===== config.mk =====
export PLATFORM = sky130hd
export DESIGN_NAME = postfix_expression_evaluator_core
export DESIGN_NICKNAME = d
export VERILOG_FILES = /design/src/sv/pfx_pkg.sv /design/src/sv/postfix_expression_evaluator_core.sv /design/src/sv/pfx_stack.sv
export SDC_FILE = /design/constraint.sdc
export NUM_CORES = 1
export LEC_CHECK = 0
export BUFFER_PORTS_ARGS = -buffer_cell sky130_fd_sc_hd__buf_2
export CORE_MARGIN = 4
export CORE_UTILIZATION = 40
export DETAILED_ROUTE_END_ITERATION = 16
export SYNTH_ARGS = -nofsm -noshare
export SYNTH_HDL_FRONTEND = slang
export SYNTH_SLANG_ARGS = --single-unit

===== constraint.sdc =====
create_clock -name clk -period 10.13 [get_ports clk]
set_input_delay 1.013 -clock clk [delete_from_list [all_inputs] [get_ports clk]]
set_output_delay 1.013 -clock clk [all_outputs]
set_load 0.01 [all_outputs]

===== src/sv/pfx_pkg.sv =====
package pfx_pkg;

	localparam int OUT_W    = 8;
	localparam int STATUS_W = 3;

	typedef logic [STATUS_W-1:0] status_t;

	localparam status_t ST_OK        = 3'd0;
	localparam status_t ST_UNDERFLOW = 3'd1;
	localparam status_t ST_DIVZERO   = 3'd2;
	localparam status_t ST_OVERFLOW  = 3'd3;
	localparam status_t ST_EMPTY     = 3'd4;

	localparam logic [7:0] SYM_ADD  = 8'h2B;
	localparam logic [7:0] SYM_SUB  = 8'h2D;
	localparam logic [7:0] SYM_MUL  = 8'h2A;
	localparam logic [7:0] SYM_DIV  = 8'h2F;
	localparam logic [7:0] SYM_ZERO = 8'h30;
	localparam logic [7:0] SYM_NINE = 8'h39;

endpackage


===== src/sv/postfix_expression_evaluator_core.sv =====
// postfix evaluator: one symbol per transaction, one result per expression end
// digits are pushed in DECODE; operators read both operands, + - and unknown ones end
// in OP, '*' and '/' loop in MUL or DIV (shift-add and restoring divide share one
// adder, one bit a cycle); a last symbol then loads its result in FIN, waiting while the
// previous result is held; a symbol at a time; the stack ram port is read once a cycle
// reset clears stack count, sticky error and handshake state; stack ram is not cleared
module postfix_expression_evaluator_core #(
	parameter int STACK_DEPTH = 64,
	parameter int VALUE_WIDTH = 8
) (
	input  logic                                 clk,
	input  logic                                 arst_n,
	input  logic                                 in_valid,
	output logic                                 in_ready,
	input  logic [7:0]                           symbol,
	input  logic                                 last,
	output logic                                 out_valid,
	input  logic                                 out_ready,
	output logic signed [pfx_pkg::OUT_W-1:0]     value,
	output logic [pfx_pkg::STATUS_W-1:0]         status
);

	localparam int AW = $clog2(STACK_DEPTH);
	localparam int CW = $clog2(STACK_DEPTH + 1);
	localparam int SW = $clog2(VALUE_WIDTH);
	localparam int VW = VALUE_WIDTH;

	typedef enum logic [3:0] {
		IDLE, DECODE, RD_B, RD_A, OP, MUL, ABS_A, ABS_B, DIV, FIX, PUSH, CHECK_END, FIN
	} state_t;

	state_t            state_q;
	logic [7:0]        sym_q;
	logic              last_q;
	logic [CW-1:0]     count_q;
	pfx_pkg::status_t  err_q;
	logic [VW-1:0]     a_q, b_q, acc_q, mq_q, mcand_q;
	logic [VW:0]       rem_q;
	logic              neg_q;
	logic [SW-1:0]     step_q;
	logic              out_valid_q;
	logic [pfx_pkg::OUT_W-1:0] out_value_q;
	pfx_pkg::status_t  out_status_q;

	// shared adder / subtractor
	logic [VW:0]   alu_x, alu_y;
	logic          alu_sub;
	logic [VW+1:0] alu_sum;
	logic          alu_carry;

	// stack ram port
	logic          st_we, st_re;
	logic [AW-1:0] st_waddr, st_raddr;
	logic [VW-1:0] st_wdata, st_rdata;

	logic          is_digit;
	logic          out_load;
	logic [VW:0]   div_x;
	logic signed [VW-1:0] top_s;

	assign is_digit = (sym_q >= pfx_pkg::SYM_ZERO) && (sym_q <= pfx_pkg::SYM_NINE);
	assign out_load = (state_q == FIN) && (!out_valid_q || out_ready);
	assign div_x    = {rem_q[VW-1:0], mq_q[VW-1]};
	assign top_s    = (count_q != '0) ? st_rdata : '0;

	always_comb begin
		alu_x   = {1'b0, a_q};
		alu_y   = {1'b0, b_q};
		alu_sub = 1'b0;
		unique case (state_q)
			OP: begin
				alu_sub = (sym_q == pfx_pkg::SYM_SUB);
			end
			MUL: begin
				alu_x = {1'b0, acc_q};
				alu_y = {1'b0, mcand_q};
			end
			ABS_A: begin
				alu_x   = '0;
				alu_y   = {1'b0, a_q};
				alu_sub = 1'b1;
			end
			ABS_B: begin
				alu_x   = '0;
				alu_sub = 1'b1;
			end
			DIV: begin
				alu_x   = div_x;
				alu_sub = 1'b1;
			end
			FIX: begin
				alu_x   = '0;
				alu_y   = {1'b0, mq_q};
				alu_sub = 1'b1;
			end
			default: begin
			end
		endcase
		alu_sum   = {1'b0, alu_x} + {1'b0, alu_y ^ {(VW+1){alu_sub}}} + (VW+2)'(alu_sub);
		alu_carry = alu_sum[VW+1];
	end

	always_comb begin
		st_we    = 1'b0;
		st_waddr = count_q[AW-1:0];
		st_wdata = VW'(sym_q[3:0]);
		st_re    = 1'b0;
		st_raddr = AW'(count_q - CW'(1));
		unique case (state_q)
			DECODE: begin
				st_we = is_digit && (count_q != CW'(STACK_DEPTH));
				st_re = !is_digit && (count_q >= CW'(2));
			end
			RD_B: begin
				st_re    = 1'b1;
				st_raddr = AW'(count_q - CW'(2));
			end
			OP: begin
				st_waddr = AW'(count_q - CW'(2));
				st_wdata = alu_sum[VW-1:0];
				st_we    = (sym_q == pfx_pkg::SYM_ADD) || (sym_q == pfx_pkg::SYM_SUB);
			end
			PUSH: begin
				st_we    = 1'b1;
				st_waddr = AW'(count_q - CW'(2));
				st_wdata = acc_q;
			end
			CHECK_END: begin
				st_re = last_q && (count_q != '0);
			end
			default: begin
			end
		endcase
	end

	pfx_stack #(
		.DEPTH (STACK_DEPTH),
		.WIDTH (VW)
	) u_stack (
		.clk   (clk),
		.we    (st_we),
		.waddr (st_waddr),
		.wdata (st_wdata),
		.re    (st_re),
		.raddr (st_raddr),
		.rdata (st_rdata)
	);

	always_ff @(posedge clk or negedge arst_n) begin
		if (!arst_n) begin
			state_q     <= IDLE;
			count_q     <= '0;
			err_q       <= pfx_pkg::ST_OK;
			out_valid_q <= 1'b0;
		end else begin
			if (out_valid_q && out_ready && !out_load) begin
				out_valid_q <= 1'b0;
			end
			unique case (state_q)
				IDLE: begin
					if (in_valid) begin
						sym_q   <= symbol;
						last_q  <= last;
						state_q <= DECODE;
					end
				end
				DECODE: begin
					if (is_digit) begin
						if (count_q == CW'(STACK_DEPTH)) begin
							if (err_q == pfx_pkg::ST_OK) err_q <= pfx_pkg::ST_OVERFLOW;
						end else begin
							count_q <= count_q + CW'(1);
						end
						state_q <= CHECK_END;
					end else if (count_q < CW'(2)) begin
						if (err_q == pfx_pkg::ST_OK) err_q <= pfx_pkg::ST_UNDERFLOW;
						state_q <= CHECK_END;
					end else begin
						state_q <= RD_B;
					end
				end
				RD_B: begin
					b_q     <= st_rdata;
					state_q <= RD_A;
				end
				RD_A: begin
					a_q     <= st_rdata;
					state_q <= OP;
				end
				OP: begin
					unique case (sym_q)
						pfx_pkg::SYM_ADD, pfx_pkg::SYM_SUB: begin
							count_q <= count_q - CW'(1);
							state_q <= CHECK_END;
						end
						pfx_pkg::SYM_MUL: begin
							acc_q   <= '0;
							mcand_q <= a_q;
							mq_q    <= b_q;
							step_q  <= '0;
							state_q <= MUL;
						end
						pfx_pkg::SYM_DIV: begin
							if (b_q == '0) begin
								if (err_q == pfx_pkg::ST_OK) err_q <= pfx_pkg::ST_DIVZERO;
								acc_q   <= '0;
								state_q <= PUSH;
							end else begin
								state_q <= ABS_A;
							end
						end
						default: begin
							// unknown operator just drops both operands
							count_q <= count_q - CW'(2);
							state_q <= CHECK_END;
						end
					endcase
				end
				MUL: begin
					if (mq_q[0]) acc_q <= alu_sum[VW-1:0];
					mcand_q <= {mcand_q[VW-2:0], 1'b0};
					mq_q    <= {1'b0, mq_q[VW-1:1]};
					step_q  <= step_q + SW'(1);
					if (step_q == SW'(VW - 1)) state_q <= PUSH;
				end
				ABS_A: begin
					mq_q    <= a_q[VW-1] ? alu_sum[VW-1:0] : a_q;
					neg_q   <= a_q[VW-1] ^ b_q[VW-1];
					state_q <= ABS_B;
				end
				ABS_B: begin
					if (b_q[VW-1]) b_q <= alu_sum[VW-1:0];
					rem_q   <= '0;
					step_q  <= '0;
					state_q <= DIV;
				end
				DIV: begin
					// restoring step: keep the difference when no borrow
					rem_q   <= alu_carry ? alu_sum[VW:0] : div_x;
					mq_q    <= {mq_q[VW-2:0], alu_carry};
					step_q  <= step_q + SW'(1);
					if (step_q == SW'(VW - 1)) state_q <= FIX;
				end
				FIX: begin
					acc_q   <= neg_q ? alu_sum[VW-1:0] : mq_q;
					state_q <= PUSH;
				end
				PUSH: begin
					count_q <= count_q - CW'(1);
					state_q <= CHECK_END;
				end
				CHECK_END: begin
					state_q <= last_q ? FIN : IDLE;
				end
				FIN: begin
					if (out_load) begin
						out_valid_q <= 1'b1;
						out_value_q <= pfx_pkg::OUT_W'(top_s);
						if (err_q != pfx_pkg::ST_OK) begin
							out_status_q <= err_q;
						end else if (count_q == '0) begin
							out_status_q <= pfx_pkg::ST_EMPTY;
						end else begin
							out_status_q <= pfx_pkg::ST_OK;
						end
						count_q <= '0;
						err_q   <= pfx_pkg::ST_OK;
						state_q <= IDLE;
					end
				end
				default: begin
					state_q <= IDLE;
				end
			endcase
		end
	end

	assign in_ready  = (state_q == IDLE);
	assign out_valid = out_valid_q;
	assign value     = out_value_q;
	assign status    = out_status_q;

	a_count_bound: assert property (@(posedge clk) disable iff (!arst_n)
		count_q <= CW'(STACK_DEPTH))
		else $error("stack count beyond depth");

	a_end_clears: assert property (@(posedge clk) disable iff (!arst_n)
		out_load |=> (count_q == '0) && (err_q == pfx_pkg::ST_OK) && out_valid_q)
		else $error("expression end did not clear the stack");

	a_empty_zero: assert property (@(posedge clk) disable iff (!arst_n)
		(out_valid_q && (out_status_q == pfx_pkg::ST_EMPTY)) |-> (out_value_q == '0))
		else $error("empty stack result with nonzero value");

	a_accept_decode: assert property (@(posedge clk) disable iff (!arst_n)
		(in_valid && in_ready) |=> (state_q == DECODE))
		else $error("accepted transaction not decoded");

	a_one_port: assert property (@(posedge clk) disable iff (!arst_n)
		!(st_we && st_re))
		else $error("stack ram written and read in one cycle");

endmodule


===== src/sv/pfx_stack.sv =====
module pfx_stack #(
	parameter int DEPTH = 64,
	parameter int WIDTH = 8
) (
	input  logic                     clk,
	input  logic                     we,
	input  logic [$clog2(DEPTH)-1:0] waddr,
	input  logic [WIDTH-1:0]         wdata,
	input  logic                     re,
	input  logic [$clog2(DEPTH)-1:0] raddr,
	output logic [WIDTH-1:0]         rdata
);

	logic [WIDTH-1:0] mem [DEPTH];

	always_ff @(posedge clk) begin
		if (we) begin
			mem[waddr] <= wdata;
		end
		if (re) begin
			rdata <= mem[raddr];
		end
	end

endmodule


* After elaboration in Yosys (flattened, before gate mapping) *
Memories as Yosys holds them, arrays and structs flattened. A register that Yosys moved wholly into a read port is not among the register bits.
Index checks and enable logic that the tools add are counted.

operators by class
  reductions and logical operators = 46
  add/sub/neg operators = 6
  eq/ne operators = 37
  bitwise gates (word level) = 2
  order comparisons = 4
  mux-type cells = 56

operators with widths
  kind                number
  $pmux 8 s2          5
  $mux 8              8
  $pmux 4 s13         1
  $pmux 8 s3          2
  $mux 3              12
  $eq 8x6->1 const B  4
  $mux 4              8
  $pmux 8 s4          1
  $pmux 7 s4          1
  $pmux 9 s3          1
  $ne 2x2->1 const B  13
  $mux 7              3
  $eq 4x4->1 const B  5
  $pmux 3 s3          2
  $reduce_and 3->1    6
  $eq 4x3->1 const B  4
  $pmux 7 s2          1
  $mux 6              2
  $reduce_bool 3->1   4
  $add 10x1->10       1
  $add 9x9->10        1
  $reduce_and 5->1    2
  $ne 3x3->1 const B  3
  $xor 9x9->9         1
  other kinds (36)    60

storage, ports and cells
  input bits = 13
  output and inout bits = 13
  bits in writable memories = 512
  memories kept = 1
  word-level logic and storage cells = 169
  register bits = 87

memories
  name         depth  bits a word  read ports  clocked after memory_dff  wr ports  RTL line         text
  u_stack.mem  64     8            1           1                         1         pfx_stack.sv:14  logic [WIDTH-1:0] mem [DEPTH];

* Longest topological paths before layout *
  depth in word-level cells = 8
  depth in mapped cells = 16
  mapped depth without buffers = 14

* Hierarchy *
Synthesis repeated with hierarchy kept, for this count alone.

unflattened totals
  cells, all modules = 1,542
  area total of the unflattened synthesis = 25,951.1 um^2

by module, submodules not included
  module                             cells each  instances  area each (um^2)
  pfx_stack                          940         1          20,246.9
  postfix_expression_evaluator_core  602         1          5,704.2

* Worst setup path after synthesis *
Ideal clock, no wire load.

  path kind = reg2reg
  from = register state_q[3]
  to = memory u_stack.mem[0][6], data pin
  path slack = 3.795 ns
  stages on the path, launching flop included = 17
  buffers on the path = 3
  arrival = 5.633 ns
  library setup time = 0.702 ns
  required time = 9.428 ns
  path through = dfrtp_1 buf_4 buf_2 nand2b_1 nor2_1 clkbuf_1 nand2_1 nand3_1 xnor2_1 ha_1 nor2b_1 o21ai_0 a21boi_0 o21a_1 o21ai_0 nand2_1 o21ai_0

on the way
  cells in the longest elaborated chain, start to end = 7
  elaborated cells on any way between the ends = 16
  classes of those cells = add/sub: 2; eq/ne: 7; mux: 4; bitwise: 1; reduce/logical: 2

RTL lines
  element                                   RTL line                                  text
  start, declared                           postfix_expression_evaluator_core.sv:32   state_t state_q;
  start signal, assigned                    postfix_expression_evaluator_core.sv:253  state_q <= last_q ? FIN : IDLE;
  $eq 4x4->1 or $eq 4x3->1 (tied branches)  postfix_expression_evaluator_core.sv:70   unique case (state_q)
  $reduce_or 4->1 (no line)                 -
  $pmux 1 s2                                postfix_expression_evaluator_core.sv:70
  $xor 9x9->9                               postfix_expression_evaluator_core.sv:99   alu_sum = {1'b0, alu_x} + {1'b0, alu_y ^ {(VW+1){alu_sub}}} + (VW+2)'(alu_sub);
  $add 9x9->10                              postfix_expression_evaluator_core.sv:99
  $add 10x1->10                             postfix_expression_evaluator_core.sv:99
  $pmux 8 s2 (*)                            postfix_expression_evaluator_core.sv:109  unique case (state_q)
  named net st_wdata[6]                     postfix_expression_evaluator_core.sv:54   logic [VW-1:0] st_wdata, st_rdata;
  end, declared                             pfx_stack.sv:14

Mark *: on every way through the listed nets, which the timed path passes. The rest lies on a longest branch.

* Worst setup path in the final report *
  from = register state_q[2]
  to = memory u_stack.mem[18][6], data pin

The elaborated chain is that of the path after synthesis.

==> flow_summary.yaml <==
pwr:
  power_density_nw_per_um2: 355
  clkPwrFrac: 0.221
  seqPwrFrac: 0.323
  p_switching_uw: 3920
  switching_share: 0.380
  pwr-share-comb: 0.457
  leakage_uw: 0.00953
  p_int_uw: 6410
  vdd_drop_max_v: 0.000327
synthesis:
  synth_area_um2: 25900
  seq_area_frac_synth: 0.699
  synth_edf_count: 592
  syn_inst: 1528
  synthDistinctLibCells: 73
  async_reset_ff_frac: 0.0231
  synth_nets: 1558
  syn_avg_cell_area_um2: 17.0
  ys_warn_count: 0
  dominantRegCellSynth: "edfxtp_1"
  ys_ff_latch: 606
drt:
  drc: 0
  drtIter0Drc: 1341
  ant_nets: 0
  viasPerCell: 5.73
  vias: 14100
  post_drt_wl_per_cell_um: 24.8
  routed_wl_um: 61200
  first_pass_iters: 5
cells_and_area:
  diodes: 0
  final_cell_mix: "592 x edfxtp_1, 128 x mux4_2, 115 x nor2_1, 94 x nand2_1, 84 x mux2i_1"
  final_layout_size_suffix_gt1_frac: 0.198
  areaGrowthSynthToFinish_pct: 12.4
  nets: 1586
  final_common_cell: "edfxtp_1"
  num-fill-cells: 5500
clock_network:
  cts.path.max_buffers: 3
  cts_resized: 0
  root_buffer: "clkbuf_16"
  cts_setup_buffers: 0
  clk_pin_slew_worst_paths_ns: 0.06
  holdBufCountCts: 0
  cts_buffers: 61
  cts_tree: "yes"
  htree_num_levels: 2
  clk_latency_ns: 0.64
  cts_sinks: 606
timing:
  max-slew-margin-rel: 0.163
  post-route-min-period_ns: 5.22
  setup-violations-final: 0
  tightest_slew_ns: 1.24
  fmax_ghz: 0.191
  drv_slew: 0
  setup_tns_ns: 0
  finClkSkew_ns: 0.0328
  hold_viol_final: 0
  fin_ws_ns: 4.91
  fin_crit_sh: 0.516
  rsz0062_at_grt: "false"
critical_path:
  criticalPathCategory: "reg -> reg"
  cp-end-kind: "register"
  arrival_ns: 5.57
  r2r-end: "u_stack.mem[18][6]$_DFFE_PP_"
  start_kind: "register"
  r2r_setup_slack_ns: 4.91
  reg2reg_depth: 13
  crit_required_ns: 10.48
  path_max_fanout: 64
  reg2reg_from: "state_q[2]$_DFFE_PN0P_"
run:
  drv_cap: 0
place:
  portBuffers: 25
  gp_congestion: 0.884
  dp_slack_ns: 5.09
  dpl.hpwl_um: 38600
status:
  status: "finished clean"
grt:
  grt-ovfl-total: 0
  grt_usage: 0.174
  grt_pass1_vias: 14100
  grt_max_degree: 99
  grt_pass1_wl_um: 92000
  antenna_found_initial: 3
floorplan:
  initial_core_util: 0.403
  die_w_um: 263
  io_pins: 26
  coreArea_um2: 64300
  dieArea_um2: 68900
  die_h_um: 263
  rows: 93
hold_path:
  hp-class: "in -> async"
-- sequential cells by signal (all words and copies together) (netlist names), 7 cells and up --
signal         cells
rem_q              8
mq_q               8
value              8
count_q            7
u_stack.rdata      8
b_q                8
a_q                8
acc_q              8
sym_q              8
mcand_q            8
u_stack.mem      512
-- stage by stage --
| stage | hold WS, ns | cell area [um2] | power [uW] | utilization | instances |
|---|---|---|---|---|---|
| 3_3_place_gp | 0.536 | 27100 | 8120 | 0.421 | 2348 |
| 4_1_cts | 0.354 | 29100 | 10400 | 0.453 | 2464 |
| 5_1_grt | 0.389 | 29100 | 10900 | 0.453 | 2464 |
| 6_report | 0.384 | 29100 | 10300 | 0.453 | 2464 |
| 2_1_floorplan | 0.441 | 25900 | 6670 | - | 1528 |
| 3_5_place_dp | 0.543 | 27100 | 8140 | 0.421 | 2348 |
-- kinds of logic (layout without fill, tap and decap cells) --
kind of cell,after synthesis,after routing,synth area share
buf+inv,110,191,0.0183
mux,230,230,0.151
flops,606,606,0.699
xor+xnor,19,19,0.00671
fa+ha+maj,17,17,0.00849
compound gates,214,214,0.0551
simple gates,332,332,0.0607
-- cell type report --
class,count,area [um2],share of cell area
clock inverters,46,463,0.0159
flip-flops and latches,606,18100,0.622
multi-input cells,812,7460,0.256
repair buffers,49,318,0.0109
clock buffers,70,1590,0.0546
well taps,855,1070,0.0367
inverters,26,97.6,0.00335
-- power groups by stage --
stage          Clock [uW]  Combinational [uW]  Sequential [uW]
3_3_place_gp            0                4740             3380
5_1_grt              2440                5080             3350
6_report             2280                4720             3330
4_1_cts              2330                4770             3330
2_1_floorplan           0                3420             3250
3_5_place_dp            0                4750             3380
-- cells in the mapped netlist, drive strengths merged, types with 3 or more instances --
cell | instances | area share
a221oi | 9 | 0.0030
a211oi | 7 | 0.0022
xnor2 | 11 | 0.0037
mux2 | 17 | 0.0074
a22oi | 14 | 0.0041
xor2 | 8 | 0.0030
a211o | 3 | 0.0010
ha | 16 | 0.0077
or2 | 5 | 0.0012
inv | 25 | 0.0036
dfrtp | 14 | 0.014
a21o | 8 | 0.0023
o221ai | 5 | 0.0017
and2 | 14 | 0.0034
nand2b | 12 | 0.0029
nor2b | 13 | 0.0031
and3 | 5 | 0.0012
nor3b | 4 | 0.0014
nor4 | 3 | 0.00072
nor3 | 13 | 0.0025
nand3b | 4 | 0.0012
nor2 | 115 | 0.017
o21a | 3 | 0.00087
buf | 40 | 0.0082
mux2i | 85 | 0.033
o22ai | 15 | 0.0036
nand3 | 26 | 0.0050
clkbuf | 44 | 0.0064
edfxtp | 592 | 0.69
a222oi | 9 | 0.0035
a21boi | 6 | 0.0017
a21oi | 45 | 0.0087
o21ai | 48 | 0.0093
o211ai | 7 | 0.0020
nand4 | 10 | 0.0024
o31ai | 7 | 0.0020
nor4b | 3 | 0.0018
nand2 | 94 | 0.014
a31oi | 10 | 0.0024
mux4 | 128 | 0.11
or3 | 4 | 0.00097
-- worst max path at each step --
stage,depth (start not counted),endpoint,slack [ns],startpoint
CTS,13,u_stack.mem[46][6]$_DFFE_PP_,5.03,state_q[2]$_DFFE_PN0P_
global route,13,u_stack.mem[46][6]$_DFFE_PP_,4.52,state_q[2]$_DFFE_PN0P_
finish,13,u_stack.mem[18][6]$_DFFE_PP_,4.91,state_q[2]$_DFFE_PN0P_
floorplan,16,u_stack.mem[0][6]$_DFFE_PP_,3.79,state_q[3]$_DFFE_PN0P_
detailed placement,13,u_stack.mem[50][6]$_DFFE_PP_,5.09,state_q[2]$_DFFE_PN0P_
global placement,13,u_stack.mem[57][6]$_DFFE_PP_,5.24,state_q[2]$_DFFE_PN0P_
-- worst max-delay path: stages, from the launching register on --
cell and delay (ns):
dfrtp_1 0.90, nor2b_1 0.60, a21oi_1 0.38, a222oi_1 0.42, inv_1 0.08, ha_1 0.33
nor2b_1 0.14, o21ai_0 0.28, a21boi_0 0.17, o21a_1 0.20, o21ai_0 0.36, nand2_1 0.27
o21ai_4 0.18, buf_4 0.53
-- metal layers --
metal | part of all wire | track usage | wire length, um | vias up
met5 | 0 | 0 | 0 | -
met4 | 0.019 | 0.0398 | 1190 | 0
met3 | 0.057 | 0.0342 | 3500 | 87
met2 | 0.48 | 0.276 | 29300 | 450
met1 | 0.44 | 0.250 | 27200 | 7383
li1 | - | - | - | 6189
Note: power is estimated with default switching activity, not from simulation.
